--- config.mk ---
export PLATFORM = sky130hd
export DESIGN_NAME = horizontal_neighbour_smoothing_core
export DESIGN_NICKNAME = d
export VERILOG_FILES = /design/src/rtl/core/hns_pkg.sv /design/src/rtl/core/hns_datapath.sv /design/src/rtl/core/hns_out_buf.sv /design/src/rtl/core/horizontal_neighbour_smoothing_core.sv
export SDC_FILE = /design/constraint.sdc
export NUM_CORES = 1
export LEC_CHECK = 0
export ABC_AREA = 1
export ABC_CLOCK_PERIOD_IN_PS = 14600
export BUFFER_PORTS_ARGS = -buffer_cell sky130_fd_sc_hd__buf_2
export CORE_MARGIN = 8
export CORE_UTILIZATION = 45
export CTS_CLUSTER_DIAMETER = 50
export CTS_CLUSTER_SIZE = 16
export DETAILED_ROUTE_END_ITERATION = 6
export PLACE_DENSITY = 0.6
export REMOVE_ABC_BUFFERS = 1
export SETUP_SLACK_MARGIN = 0.15
export SLEW_MARGIN = 30
export SYNTH_ARGS = -nofsm -noshare
export SYNTH_HDL_FRONTEND = slang
export SYNTH_SLANG_ARGS = --single-unit
export TNS_END_PERCENT = 50
--- constraint.sdc ---
create_clock -name clk -period 14.6 [get_ports clk]
set_clock_uncertainty 0.1 [all_clocks]
set_input_delay 1.46 -clock clk [delete_from_list [all_inputs] [get_ports clk]]
set_output_delay 1.46 -clock clk [all_outputs]
set_load 0.1 [all_outputs]
--- src/rtl/core/hns_pkg.sv ---
`timescale 1ns / 1ps
package hns_pkg;

  localparam int CFG_W             = 13;
  localparam int MAX_WIDTH_DEFAULT = 4096;
  localparam int MIN_WIDTH         = 2;
  localparam logic [CFG_W-1:0] ROW_WIDTH_RESET = 13'd640;

  // Result queue between the datapath and the output port.
  localparam int BUF_DEPTH = 4;
  localparam int BUF_AW    = $clog2(BUF_DEPTH);
  localparam int BUF_CW    = $clog2(BUF_DEPTH + 1);

  localparam logic [1:0] PUSH_NONE = 2'd0;
  localparam logic [1:0] PUSH_ONE  = 2'd1;
  localparam logic [1:0] PUSH_TWO  = 2'd2;

  typedef struct packed {
    logic [7:0] in_red;
    logic [7:0] in_green;
    logic [7:0] in_blue;
  } pixel_t;

  typedef struct packed {
    logic [7:0] out_red;
    logic [7:0] out_green;
    logic [7:0] out_blue;
    logic       row_end;
    logic       run_last;
  } result_t;

  typedef struct packed {
    logic [1:0] count;
    result_t    first;
    result_t    second;
  } push_t;

  function automatic logic [7:0] avg8(input logic [7:0] a, input logic [7:0] b);
    logic [8:0] sum;
    sum = {1'b0, a} + {1'b0, b};
    return sum[8:1];
  endfunction

  function automatic result_t smooth(input pixel_t a, input pixel_t b,
                                     input logic row_end, input logic run_last);
    result_t r;
    r.out_red   = avg8(a.in_red, b.in_red);
    r.out_green = avg8(a.in_green, b.in_green);
    r.out_blue  = avg8(a.in_blue, b.in_blue);
    r.row_end   = row_end;
    r.run_last  = run_last;
    return r;
  endfunction

endpackage

--- src/rtl/core/hns_datapath.sv ---
`timescale 1ns / 1ps
module hns_datapath import hns_pkg::*; #(
  parameter int MAX_WIDTH = MAX_WIDTH_DEFAULT
) (
  input  logic             clk,
  input  logic             rst,
  input  logic             advance,
  input  pixel_t           pixel,
  input  logic [CFG_W-1:0] row_width,
  output push_t            push
);

  localparam int COL_W = (MAX_WIDTH > 2) ? $clog2(MAX_WIDTH) : 1;
  localparam int CMP_W = ((CFG_W > COL_W) ? CFG_W : COL_W) + 1;

  logic [COL_W-1:0] col;
  pixel_t           prev;
  pixel_t           older;

  logic [CMP_W-1:0] rw_ext;
  logic [CMP_W-1:0] w_eff;
  logic             last;
  pixel_t           left;

  always_comb begin
    rw_ext = CMP_W'(row_width);
    if (rw_ext < CMP_W'(MIN_WIDTH)) begin
      w_eff = CMP_W'(MIN_WIDTH);
    end else if (rw_ext > CMP_W'(MAX_WIDTH)) begin
      w_eff = CMP_W'(MAX_WIDTH);
    end else begin
      w_eff = rw_ext;
    end
    // A column at or past the end, also after a width change mid-row, closes the row.
    last = CMP_W'(col) >= (w_eff - CMP_W'(1));
    left = (col == COL_W'(1)) ? prev : older;

    if (col == '0) begin
      push.count = PUSH_NONE;
    end else if (last) begin
      push.count = PUSH_TWO;
    end else begin
      push.count = PUSH_ONE;
    end
    push.first  = smooth(left, pixel, 1'b0, !last);
    push.second = smooth(pixel, prev, 1'b1, 1'b1);
  end

  always_ff @(posedge clk) begin
    if (rst) begin
      col <= '0;
    end else if (advance) begin
      col <= last ? '0 : col + COL_W'(1);
    end
  end

  // The pixel history is only read once the column count shows it was written.
  always_ff @(posedge clk) begin
    if (advance) begin
      older <= prev;
      prev  <= pixel;
    end
  end

endmodule

--- src/rtl/core/hns_out_buf.sv ---
`timescale 1ns / 1ps
module hns_out_buf import hns_pkg::*; (
  input  logic              clk,
  input  logic              rst,
  input  logic              advance,
  input  push_t             push,
  output logic [BUF_CW-1:0] free,
  output logic              out_valid,
  input  logic              out_ready,
  output result_t           out_result
);

  result_t           mem [BUF_DEPTH];
  logic [BUF_AW-1:0] wr_ptr;
  logic [BUF_AW-1:0] rd_ptr;
  logic [BUF_CW-1:0] count;
  logic [1:0]        wr_n;
  logic              pop;

  assign wr_n       = advance ? push.count : PUSH_NONE;
  assign pop        = out_valid && out_ready;
  assign out_valid  = count != '0;
  assign out_result = mem[rd_ptr];
  assign free       = BUF_CW'(BUF_DEPTH) - count;

  always_ff @(posedge clk) begin
    if (rst) begin
      wr_ptr <= '0;
      rd_ptr <= '0;
      count  <= '0;
    end else begin
      wr_ptr <= wr_ptr + BUF_AW'(wr_n);
      rd_ptr <= rd_ptr + BUF_AW'(pop);
      count  <= count + BUF_CW'(wr_n) - BUF_CW'(pop);
    end
  end

  always_ff @(posedge clk) begin
    if (wr_n != PUSH_NONE) begin
      mem[wr_ptr] <= push.first;
    end
    if (wr_n == PUSH_TWO) begin
      mem[wr_ptr + BUF_AW'(1)] <= push.second;
    end
  end

endmodule

--- src/rtl/core/horizontal_neighbour_smoothing_core.sv ---
`timescale 1ns / 1ps
// Horizontal smoothing of an RGB pixel stream in raster order.
// Input channel: in_valid/in_ready with one pixel per request. Output channel:
// out_valid/out_ready with one smoothed pixel per request, flagged with row_end
// and run_last. cfg_we/cfg_data write the row width (clamped to 2..MAX_WIDTH);
// write it only while the block is idle.
// Each request first lands in an input register; once the queue has room, its results
// (none for the first pixel of a row, two for the last, one otherwise) move
// into a four-entry result queue and are offered on the output the cycle after.
// The stream itself lags one pixel: a pixel's result leaves with the next pixel.
// Throughput is one request per clock; the extra result at each row end is
// absorbed by the queue as long as the receiver takes one result per clock.
// When the receiver stalls, the queue fills, the input register holds its
// pixel, and in_ready drops until the queue has room for that pixel's results.
// Reset (rst, synchronous) empties the queue, restarts the column count at
// zero and sets the row width to 640.
module horizontal_neighbour_smoothing_core import hns_pkg::*; #(
  parameter int MAX_WIDTH = MAX_WIDTH_DEFAULT
) (
  input  logic             clk,
  input  logic             rst,
  input  logic             in_valid,
  output logic             in_ready,
  input  pixel_t           in_pixel,
  output logic             out_valid,
  input  logic             out_ready,
  output result_t          out_result,
  input  logic             cfg_we,
  input  logic [CFG_W-1:0] cfg_data
);

  logic              in_valid_q;
  pixel_t            pixel_q;
  logic [CFG_W-1:0]  row_width;
  logic              advance;
  push_t             push;
  logic [BUF_CW-1:0] free;

  assign advance  = in_valid_q && (free >= BUF_CW'(push.count));
  assign in_ready = !in_valid_q || advance;

  always_ff @(posedge clk) begin
    if (rst) begin
      in_valid_q <= 1'b0;
      row_width  <= ROW_WIDTH_RESET;
    end else begin
      if (in_ready) begin
        in_valid_q <= in_valid;
      end
      if (cfg_we) begin
        row_width <= cfg_data;
      end
    end
  end

  always_ff @(posedge clk) begin
    if (in_valid && in_ready) begin
      pixel_q <= in_pixel;
    end
  end

  hns_datapath #(
    .MAX_WIDTH (MAX_WIDTH)
  ) u_datapath (
    .clk       (clk),
    .rst       (rst),
    .advance   (advance),
    .pixel     (pixel_q),
    .row_width (row_width),
    .push      (push)
  );

  hns_out_buf u_out_buf (
    .clk        (clk),
    .rst        (rst),
    .advance    (advance),
    .push       (push),
    .free       (free),
    .out_valid  (out_valid),
    .out_ready  (out_ready),
    .out_result (out_result)
  );

  // A pixel held back by a full queue stays in the input register.
  a_hold_stalled: assert property (@(posedge clk) disable iff (rst)
    in_valid_q && !advance |=> in_valid_q && $stable(pixel_q))
    else $error("stalled pixel lost or changed");

  // A row end yields a continuing result followed by the closing one.
  a_row_end_pair: assert property (@(posedge clk) disable iff (rst)
    advance && push.count == PUSH_TWO |->
      !push.first.run_last && !push.first.row_end && push.second.row_end)
    else $error("row end results out of order");

  // Anything pushed is offered on the output in the next cycle.
  a_push_visible: assert property (@(posedge clk) disable iff (rst)
    advance && push.count != PUSH_NONE |=> out_valid)
    else $error("pushed result not offered");

  // The queue never overflows.
  a_no_overflow: assert property (@(posedge clk) disable iff (rst)
    advance |-> free >= BUF_CW'(push.count))
    else $error("result queue overflow");

endmodule
# Yosys cells after proc, flatten, opt, wreduce, memory -nomap -nowiden
# Memories as Yosys holds them, arrays and structs flattened. A register that Yosys moved wholly into a read port is not among the register bits.
# Index checks and enable logic that the tools add are counted.
# word_totals
regBits	105
mem_bits_rw	104
inputBits	42
output_inout_bits	28
elab_cells	57
mem_count	1
# op_classes
addsub	14
n_lt_le_gt_ge	4
n_eq_ne	2
n_mux	12
n_reduce_logical	9
# mem_list
name	words	word_bits	read_ports	rd_ports_with_merged_regs	write_ports	line_no	rtl
u_out_buf.mem	4	26	1	1	2	hns_out_buf.sv:13	result_t mem [BUF_DEPTH];
# op_table
op	n
$add 8x8->9	6
$mux 24	1
$ge 12x14->1	1
$mux 14	1
$sub 14x1->14 const B	1
$gt 13x13->1 const B	1
$lt 13x2->1 const B	1
$mux 13	1
$add 12x1->12 const B	1
$eq 12x1->1 const B	1
$logic_not 12->1	1
$mux 12	1
$mux 2	4
$mux 1	4
$add 3x2->3	1
$ge 3x2->1	1
$logic_and 1x1->1	3
$reduce_bool 3->1	1
$sub 3x1->3	1
$sub 3x3->3 const A	1
$add 2x1->2	1
$add 2x1->2 const B	1
$add 2x2->2	1
$eq 2x2->1 const B	1
3 further kinds	4

# Longest topological paths before layout
# Gate-level depths: netlist (run 1).
# logic_depth
ltp_word	13
depth_mapped	39

# By module
# Synthesis (run 1) repeated with hierarchy kept, for this count alone.
# hier_totals
cells_unflattened	1403
area_unflattened_um2	12124.1
# modules_own_cells
module	n_inst	cells_each	area_each_um2
hns_out_buf	1	719	5999.5
hns_datapath	1	588	4847.1
horizontal_neighbour_smoothing_core	1	96	1277.5

# Worst setup path before layout (run 1)
# Ideal clock, no wire load.
# synth_timing
path_kind	register to register
startpoint	register row_width[5]
endpoint	memory u_out_buf.mem[1][10] (netlist name) (enable)
arrival_ns	5.312
required_ns	14.119
setup_slack_ns	8.807
path_stages_with_launch	35
path_buffers	2
synth_period_minus_slack_ns	5.793
path_cell_list	dfxtp_1 nor2_1 nand2_1 nor2_1 nand2_2 nand2_4 clkbuf_1 nand2_1 nand3_1 nor2_1 xor2_1 ha_1 nand2_1 nor2_1 o21ai_0 o211ai_1 nand2_1 nand2_1 nand2_1 nand3_1 nand2_4 buf_8 nand2_1 inv_1 ha_1 o21ai_1 nand3_1 nand2_1 inv_2 nand2_1 nor3_2 inv_1 nor2_8 inv_1 nand2_1
# synth_rtl
item	line_no	rtl
start, declared	horizontal_neighbour_smoothing_core.sv:34	logic [CFG_W-1:0] row_width;
start signal, assigned	horizontal_neighbour_smoothing_core.sv:51	row_width <= cfg_data;
end, declared	hns_out_buf.sv:13	

==> results.cfg, run 1 <==
[place]
port_buffers = 69
pre_cts_slack_ps = 8070
gp_congestion = 0.895
hpwl_um = 19100

[critical_path]
arrival_ps = 6690
crit_slowest_cell = nand2_1
rrSetupSlack_ps = 8030
critical_path.startpoint_type = flip-flop
worstSetupPathType = flip-flop to flip-flop
path_common_cell = nand2_1
critPathRequiredTime_ps = 14720
slowest_delay_ps = 520
crit_path_max_fanout = 25
endpoint_kind = flip-flop

[logic_synthesis]
synthCells = 1291
syn_area_um2 = 11500
synthDistinctLibCells = 41
synth-seq-area-share_pct = 51.0
ys_seq_elements = 209
yosysWarningCount = 0
syn-mean-instance-area_um2 = 8.91

[grt]
grt-ovfl-total = 0
antenna_found_initial = 0
grt_pass1_wl_um = 45100
grt_max_degree = 55
grt_pass1_vias = 8668
grt_usage_pct = 18.0

[routing]
vias = 8854
drcViolationCount = 0
firstDrtPassIters = 7
postRouteAntennaNets = 0
wire_per_inst_um = 16.4
drt-vias-per-instance = 5.17
wl_um = 28200
drt_iter0_markers = 479

[power]
ir_drop_mv = 0.148
p_clk_share_pct = 29.2
combPwrFrac_pct = 39.5
switching_share_pct = 44.1
netSwitchingPower_mw = 1.03
seqPwrFrac_pct = 31.3
cellLeakagePower_nw = 5.65
intPower_mw = 1.31
pwr_density_cell_nw_per_um2 = 178

[layout]
fin_nets = 1478
layout_commonest_cell = nand2_1
syn_to_final_growth_pct = 13.8
fillerInstances = 2299
fin_util_pct = 52.0
drive_gt1_share_pct = 11.3
most-common-layout-cells = nand2_1, edfxtp_1, nor2_1, o21ai_0, inv_1
antenna_cells = 0

[cts]
cts_hold_buf = 0
clk_latency_ps = 540
cts_tree = yes
ctsResizeCount = 0
ctsHtreeMaxLevel = 1
clockBufferDepth = 3
cts_sinks = 209
cts-root-buf = clkbuf_16
clk_pin_slew_ps = 60
post-cts-setup-buffer-count = 0
cts_made_buffers = 28

[sta]
post-route-period-util_pct = 45.0
hold_viol_final = 0
fmax_mhz = 152
finalWorstPathRequiredPeriod_ps = 6570
setup_viol = 0
rsz0062_at_grt = no
timing.hold.ws_ps = 356
relSlewSlack_pct = 39.5
fin_tns_setup_ps = 0
layout_setup_ws_ps = 8030
final_max_slew_viol_count = 0
tightest_slew_ps = 907

[floorplan]
pin_count = 70
die_y_um = 176
start_util_pct = 45.7
rows = 58
core-area_um2 = 25200
die_area_um2 = 30900
die_w_um = 176

[run]
drv_cap = 0

[run_status]
status = finished clean

[hold_path]
hold_path.class = flip-flop to flip-flop
-- flip-flops by register name (all words and copies together), names as in the netlist --
name / cells
u_datapath.prev: 24
in_valid_q: 1
u_datapath.older: 24
u_out_buf.count: 3
u_out_buf.rd_ptr: 2
u_out_buf.mem: 104
u_datapath.col: 12
row_width: 13
u_out_buf.wr_ptr: 2
pixel_q: 24
-- routing by layer --
layer / up-vias / wire [um] / global-route usage, %
li1: 4503 / - / -
met1: 4081 / 13000 / 23.8
met3: 50 / 1620 / 2.71
met4: 0 / 540 / 4.84
met5: - / 0 / 0
met2: 220 / 13000 / 30.3
-- cell usage after synthesis --
| cell type | instances | share of area [%] |
|---|---|---|
| a21oi_1 | 44 | 1.9 |
| nor3_1 | 5 | 0.22 |
| nand4_1 | 11 | 0.60 |
| a21boi_0 | 1 | 0.065 |
| nand3b_1 | 2 | 0.13 |
| nand3_1 | 52 | 2.3 |
| nor2_8 | 3 | 0.52 |
| dfxtp_1 | 41 | 7.1 |
| nand2_2 | 3 | 0.16 |
| a31oi_1 | 1 | 0.054 |
| inv_2 | 4 | 0.13 |
| or2_0 | 1 | 0.054 |
| o22ai_1 | 26 | 1.4 |
| fa_1 | 7 | 1.2 |
| buf_6 | 4 | 0.39 |
| nor2_4 | 1 | 0.098 |
| or2_2 | 3 | 0.16 |
| nand3_2 | 2 | 0.17 |
| edfxtp_1 | 168 | 44 |
| o21ai_0 | 113 | 4.9 |
| nor4_1 | 1 | 0.054 |
| ha_1 | 67 | 7.3 |
| xnor2_1 | 19 | 1.4 |
| nor2_1 | 127 | 4.1 |
| xor2_1 | 28 | 2.1 |
| nand2_4 | 2 | 0.20 |
| nor3_2 | 2 | 0.17 |
| clkbuf_1 | 30 | 0.98 |
| nand2_1 | 370 | 12 |
| inv_1 | 107 | 3.5 |
| buf_1 | 2 | 0.065 |
| o21ai_2 | 1 | 0.076 |
| o211ai_1 | 4 | 0.26 |
| and3_1 | 1 | 0.054 |
| buf_8 | 3 | 0.39 |
| o21bai_1 | 5 | 0.33 |
| o21ai_1 | 24 | 1.0 |
| buf_2 | 2 | 0.087 |
| o41ai_1 | 2 | 0.15 |
| nor2_2 | 1 | 0.054 |
| a211oi_1 | 1 | 0.065 |
-- path summary, 6_finish.rpt --
path                                     from                          endpoint  cells after the start
max reg2reg         row_width[5]$_SDFFE_PP0P_    u_out_buf.mem[1][20]$_DFFE_PP_                     36
min reg2reg  u_out_buf.mem[0][1]$_SDFFE_PP1N_  u_out_buf.mem[0][1]$_SDFFE_PP1N_                      2
max                 row_width[5]$_SDFFE_PP0P_    u_out_buf.mem[1][20]$_DFFE_PP_                     36
min          u_out_buf.mem[0][1]$_SDFFE_PP1N_  u_out_buf.mem[0][1]$_SDFFE_PP1N_                      2
-- cells by family (layout without fill, tap and decap cells) --
logic type	after synthesis	in the layout	synth area share, %
compound gates	222	222	10.3
fa+ha+maj	74	74	8.50
buf+inv	152	245	5.53
simple gates	587	587	21.1
flops	209	209	51.0
xor+xnor	47	47	3.58
-- per-stage QoR --
stage / instances / cell area [um2] / power, mW
3_5_place_dp: 1662 / 12100 / 1.67
6_report: 1714 / 13100 / 2.33
5_1_grt: 1714 / 13100 / 2.46
3_3_place_gp: 1662 / 12100 / 1.66
4_1_cts: 1714 / 13100 / 2.36
2_1_floorplan: 1250 / 11300 / 1.45
-- power groups by stage --
stage / Combinational (mW) / Sequential (mW) / Clock [mW]
2_1_floorplan: 0.699 / 0.747 / 0
3_3_place_gp: 0.919 / 0.742 / 0
3_5_place_dp: 0.925 / 0.743 / 0
4_1_cts: 0.928 / 0.731 / 0.697
5_1_grt: 1.01 / 0.737 / 0.716
6_report: 0.923 / 0.731 / 0.681
-- final cells by class --
| cell class | count | area [um2] | area share [%] |
|---|---|---|---|
| clock inverter | 22 | 215 | 1.64 |
| multi-input combinational | 930 | 5010 | 38.2 |
| inverter | 111 | 417 | 3.18 |
| tap | 330 | 413 | 3.15 |
| timing repair buffer | 82 | 443 | 3.38 |
| clock buffer | 30 | 729 | 5.57 |
| sequential | 209 | 5870 | 44.8 |
-- critical path, delay by kind of cell, from the launching register on --
family | cells | cell delay [ps]
compound gates | 3 | 250
xor+xnor | 1 | 140
fa+ha+maj | 3 | 810
buf+inv | 8 | 1530
flops | 1 | 340
simple gates | 21 | 3060
(Power assumes the default switching activity.)
==> run 2, diff against run 1 <==
ABC_AREA = 0   (was 1)
ABC_CLOCK_PERIOD_IN_PS = 6090   (was 14600)
clock period = 6.09 ns   (was 14.6 ns; I/O delays follow)
==> results.cfg, run 2 <==
[layout]
fin_nets = 1068
multi_input_area_um2 = 4780
antenna_cells = 0
drive_gt1_share_pct = 21.1
final_area_um2 = 12700
largest_reg_flops = 104
fin_util_pct = 52.6
layout_commonest_cell = edfxtp_1
most-common-layout-cells = edfxtp_1, o22ai_1, buf_2, ha_1, nor2_1
layout.cells.non_filler = 1297
ff_latch_area_um2 = 5870
fillerInstances = 2125
top_register = u_out_buf.mem
syn_to_final_growth_pct = 15.7

[logic_synthesis]
synth_common_cells = edfxtp_1, o22ai_1, ha_1
synth.area.top_cells = edfxtp_1, ha_1, dfxtp_1
synth-async-reset-ratio_pct = 0
synthFlopType = edfxtp_1
synth_top_area_share_pct = 46.0
synth-seq-area-share_pct = 53.5
ys_seq_elements = 209
synth_edf_count = 168
synthCells = 872
yosysWarningCount = 0
synthDistinctLibCells = 59
syn-mean-instance-area_um2 = 12.6
yosysMostFrequentCell = edfxtp_1
syn_area_um2 = 11000
yosys.area.top_type = edfxtp_1

[sta]
post-route-period-util_pct = 91.4
setup_viol = 0
tightest_slew_ps = 785
final_max_slew_viol_count = 0
rsz0062_at_grt = yes
fmax_mhz = 180
finalWorstPathRequiredPeriod_ps = 5560
hold_viol_final = 0
relSlewSlack_pct = 47.4
timing.hold.ws_ps = 142

[routing]
wire_per_inst_um = 18.9
firstDrtPassIters = 5
drt_iter0_markers = 493
drt-vias-per-instance = 5.64
postRouteAntennaNets = 0
vias = 7311
drcViolationCount = 0
wl_um = 24500

[power]
combPwrFrac_pct = 34.8
seqPwrFrac_pct = 34.1
cellLeakagePower_nw = 4.72
pwr_density_cell_nw_per_um2 = 412
intPower_mw = 3.22
ir_drop_mv = 0.328
netSwitchingPower_mw = 2.01
p_clk_share_pct = 31.1
switching_share_pct = 38.4

[place]
hpwl_um = 16800
port_buffers = 69
dpl.cell_count = 1246
gp_congestion = 0.864
dpl_cell_area_um2 = 11700

[floorplan]
core-area_um2 = 24100
die_area_um2 = 29600
die_w_um = 172
rows = 57
die_y_um = 172
start_util_pct = 45.5
pin_count = 70

[critical_path]
path_delay_family = simple AND/OR/NAND/NOR gates
path_cells = nor4_2, nand4b_1, nand2b_2, nand3_1, ha_1, o21ai_0, nor2_1, nand3_1, o211ai_1, ha_1, o21ai_0, a21oi_2, o31a_1, a311oi_4, o21a_1, ha_1, nor2b_1, o21a_1, nand2_1, buf_2
endpoint_kind = output pin
slowest_delay_ps = 360
critical_path.startpoint_type = flip-flop
cp_num_buf_inv = 1
crit_slowest_cell = a311oi_4
critPathRequiredTime_ps = 5380
path_common_cell = ha_1
arrival_ps = 4850
worstSetupPathType = flip-flop to output pin
crit_path_max_fanout = 6

[cts]
clockBufferDepth = 3
ctsHtreeMaxLevel = 1
cts_sinks = 209
cts_made_buffers = 27
cts-root-buf = clkbuf_16
clk_latency_ps = 540
cts_hold_buf = 0
cts_tree = yes
clk_pin_slew_ps = 70

[hold_path]
hold_path.class = input port to flip-flop

[run_status]
status = finished clean

[run]
drv_cap = 0

[grt]
grt_max_degree = 33
grt_pass1_wl_um = 39400
grt-ovfl-total = 0
grt_pass1_vias = 7323
grt_usage_pct = 16.8
antenna_found_initial = 0
## run 2: cell types whose count changed after synthesis, sizes merged, moves of 12 or more
cell    before  now
mux4         0   26
mux2         0   19
o21ai      138   18
inv        111   39
clkbuf      30   18
nor2       132   52
o22ai       26   96
mux2i        0   18
a21o         0   26
nor2b        0   16
nand2      375   46
nand3       54   14
## run 2: path summary, 6_finish.rpt
path                                                       start                          endpoint  depth (start not counted)  slack (ps)
worst max-delay path                   row_width[7]$_SDFFE_PP1P_                          in_ready                         20         530
worst min register to register  u_out_buf.mem[3][1]$_SDFFE_PP1N_  u_out_buf.mem[3][1]$_SDFFE_PP1N_                          2         340
worst max register to register         row_width[7]$_SDFFE_PP1P_    u_out_buf.mem[3][20]$_DFFE_PP_                         25         530
worst min-delay path                                 in_pixel[3]              pixel_q[3]$_DFFE_PP_                          1         140
## run 2: final cells by class
cell class | instances | area share, %
Sequential cell | 209 | 46.3
Multi-Input combinational cell | 587 | 37.7
Clock buffer | 27 | 5.32
Timing Repair Buffer | 88 | 4.34
Tap cell | 324 | 3.19
Clock inverter | 23 | 2.03
Inverter | 39 | 1.15
## run 2: through the flow
| step | setup TNS, ps | setup slack, ps | power [mW] |
|---|---|---|---|
| 2_1_floorplan | -947 | -39.5 | 3.24 |
| 3_3_place_gp | 0 | 639 | 3.64 |
| 3_5_place_dp | 0 | 424 | 3.64 |
| 4_1_cts | 0 | 387 | 5.29 |
| 5_1_grt | 0 | 116 | 5.49 |
| 6_report | 0 | 527 | 5.23 |
## run 2: layer usage
layer | share of wire [%] | global-route usage (%) | vias to the layer above
li1 | - | - | 3548
met1 | 45 | 22.5 | 3535
met2 | 48 | 27.7 | 182
met3 | 4.7 | 2.53 | 46
met4 | 2.5 | 5.21 | 0
met5 | 0 | 0 | -
## run 2: logic make-up after synthesis
logic type | share of synthesized area, %
and+or+nand+nor | 7.94
DFF | 53.5
AOI/OAI and AO/OA | 13.6
adders and majority gates | 8.92
xor gates and xnor gates | 3.83
buffers and inverters | 3.31
muxes | 8.94
## run 2: repair_timing
item | in CTS | in global routing
gates resized for setup | 0 | 10
setup endpoints to repair | 0 | 108
hold endpoints to repair | 0 | 0
buffers inserted | 0 | 1
## run 2: power groups by stage
| stage | Combinational [mW] | Sequential, mW | Clock (mW) |
|---|---|---|---|
| floorplan | 1.45 | 1.79 | 0 |
| global placement | 1.82 | 1.81 | 0 |
| detailed placement | 1.83 | 1.82 | 0 |
| CTS | 1.83 | 1.79 | 1.67 |
| global route | 1.97 | 1.81 | 1.72 |
| finish | 1.82 | 1.78 | 1.62 |
==> run 3, diff against run 2 <==
ABC_AREA = 1   (was 0)
==> results.cfg, run 3 (synthesis results as in run 1) <==
[sta]
finalWorstPathRequiredPeriod_ps = 5390
tightest_slew_ps = 869
layout_setup_ws_ps = 700
post-route-period-util_pct = 88.5
fin_tns_setup_ps = 0
rsz0062_at_grt = yes
setup_viol = 0
final_max_slew_viol_count = 0
fmax_mhz = 186
relSlewSlack_pct = 42.0
hold_viol_final = 0

[critical_path]
critPathRequiredTime_ps = 6200
slowest_delay_ps = 410
path_common_cell = nand2_1
r2r-end = u_out_buf.mem[2][25]$_DFFE_PP_
critical_path.startpoint_type = flip-flop
arrival_ps = 5500
crit_path_max_fanout = 25
endpoint_kind = flip-flop
rr_startpoint = row_width[5]$_SDFFE_PP0P_
worstSetupPathType = flip-flop to flip-flop
rrSetupSlack_ps = 700
crit_start = row_width[5]$_SDFFE_PP0P_
reg2regPathDepth = 36
crit_slowest_cell = nor2_8

[routing]
postRouteAntennaNets = 0
wl_um = 28500
vias = 8929
wire_per_inst_um = 16.5
drcViolationCount = 1
drt_iter0_markers = 513
drt-vias-per-instance = 5.18
firstDrtPassIters = 7

[grt]
antenna_found_initial = 0
grt_usage_pct = 18.3
grt_pass1_wl_um = 45400
grt_pass1_vias = 8697
grt_max_degree = 53
grt-ovfl-total = 0

[layout]
most-common-layout-cells = nand2_1, edfxtp_1, nor2_1, o21ai_0, inv_1
antenna_cells = 0
largest_reg_flops = 104
fillerInstances = 2328
drive_gt1_share_pct = 12.2
top_register = u_out_buf.mem
syn_to_final_growth_pct = 14.9
layout_commonest_cell = nand2_1
fin_nets = 1491

[place]
hpwl_um = 19100
gp_congestion = 0.845
pre_cts_slack_ps = 529
port_buffers = 69

[hold_path]
hold_start = in_pixel[7]
holdPathStages = 1
hold_path.class = input port to flip-flop
hold_end = pixel_q[7]$_DFFE_PP_

[cts]
cts-root-buf = clkbuf_16
clockBufferDepth = 3
cts_tree = yes
cts_hold_buf = 0
cts_sinks = 209
cts_made_buffers = 26
clk_latency_ps = 530
ctsHtreeMaxLevel = 1
clk_pin_slew_ps = 60

[run_status]
violations = DRC
status = finished with violations

[power]
pwr_density_cell_nw_per_um2 = 421
cellLeakagePower_nw = 5.70
ir_drop_mv = 0.356

[floorplan]
start_util_pct = 45.7
core-area_um2 = 25200
die_y_um = 176
pin_count = 70
die_w_um = 176
die_area_um2 = 30900
rows = 58

[run]
drv_cap = 0
==> run 3: critical path: cells and delay by family (launching register included) <==
| kind | cells | cell delay [ps] |
|---|---|---|
| AOI/OAI and AO/OA | 3 | 270 |
| DFF | 1 | 340 |
| buffers and inverters | 7 | 740 |
| and+or+nand+nor | 22 | 2680 |
| adders and majority gates | 3 | 770 |
| xor gates and xnor gates | 1 | 140 |
==> run 3: timing repair <==
item,CTS,global route
buffers inserted,0,5
hold endpoints to repair,0,0
resized for setup,0,7
endpoints found under the setup margin,0,82
==> run 3: worst max-delay path by stage <==
stage	slack (ps)	end	cells past startpoint
after CTS	520	u_out_buf.mem[0][3]$_DFFE_PP_	32
after global routing	120	u_out_buf.mem[2][18]$_DFFE_PP_	36
final	700	u_out_buf.mem[2][25]$_DFFE_PP_	36
after detailed placement	530	u_out_buf.mem[0][25]$_DFFE_PP_	32
after global placement	700	u_out_buf.mem[0][25]$_DFFE_PP_	32
after floorplan	-300	u_out_buf.mem[3][10]$_DFFE_PP_	35
==> run 3: metrics by stage <==
stage          area (um2)  total power, mW  cells  hold slack (ps)  util (%)
6_report            13200             5.57   1724              156      52.5
5_1_grt             13200             5.88   1724              130      52.5
4_1_cts             13100             5.60   1718              136      52.2
3_5_place_dp        12200             4.00   1671              341      48.6
3_3_place_gp        12200             3.98   1671              342      48.6
2_1_floorplan       11300             3.46   1250              322         -
==> run 3: routing by layer <==
layer	part of all wire (%)	GRT usage, %
met3	5.9	2.94
met4	1.8	4.91
met1	45	23.8
met2	47	31.0
met5	0	0
==> run 3: area by class of cell <==
cell class                      count  area, um2  area share, %
Timing Repair Buffer               96        593           4.49
Inverter                          111        424           3.21
Multi-Input combinational cell    931       5030           38.0
Sequential cell                   209       5870           44.4
Tap cell                          330        413           3.12
Clock inverter                     20        221           1.68
Clock buffer                       27        676           5.11
==> run 3: power breakdown <==
| group | total, mW | switching (mW) | internal, mW | leakage, nW |
|---|---|---|---|---|
| clock | 1.59 | 0.641 | 0.952 | 0.435 |
| combinational | 2.21 | 1.70 | 0.509 | 3.35 |
| sequential | 1.77 | 0.0810 | 1.69 | 1.91 |
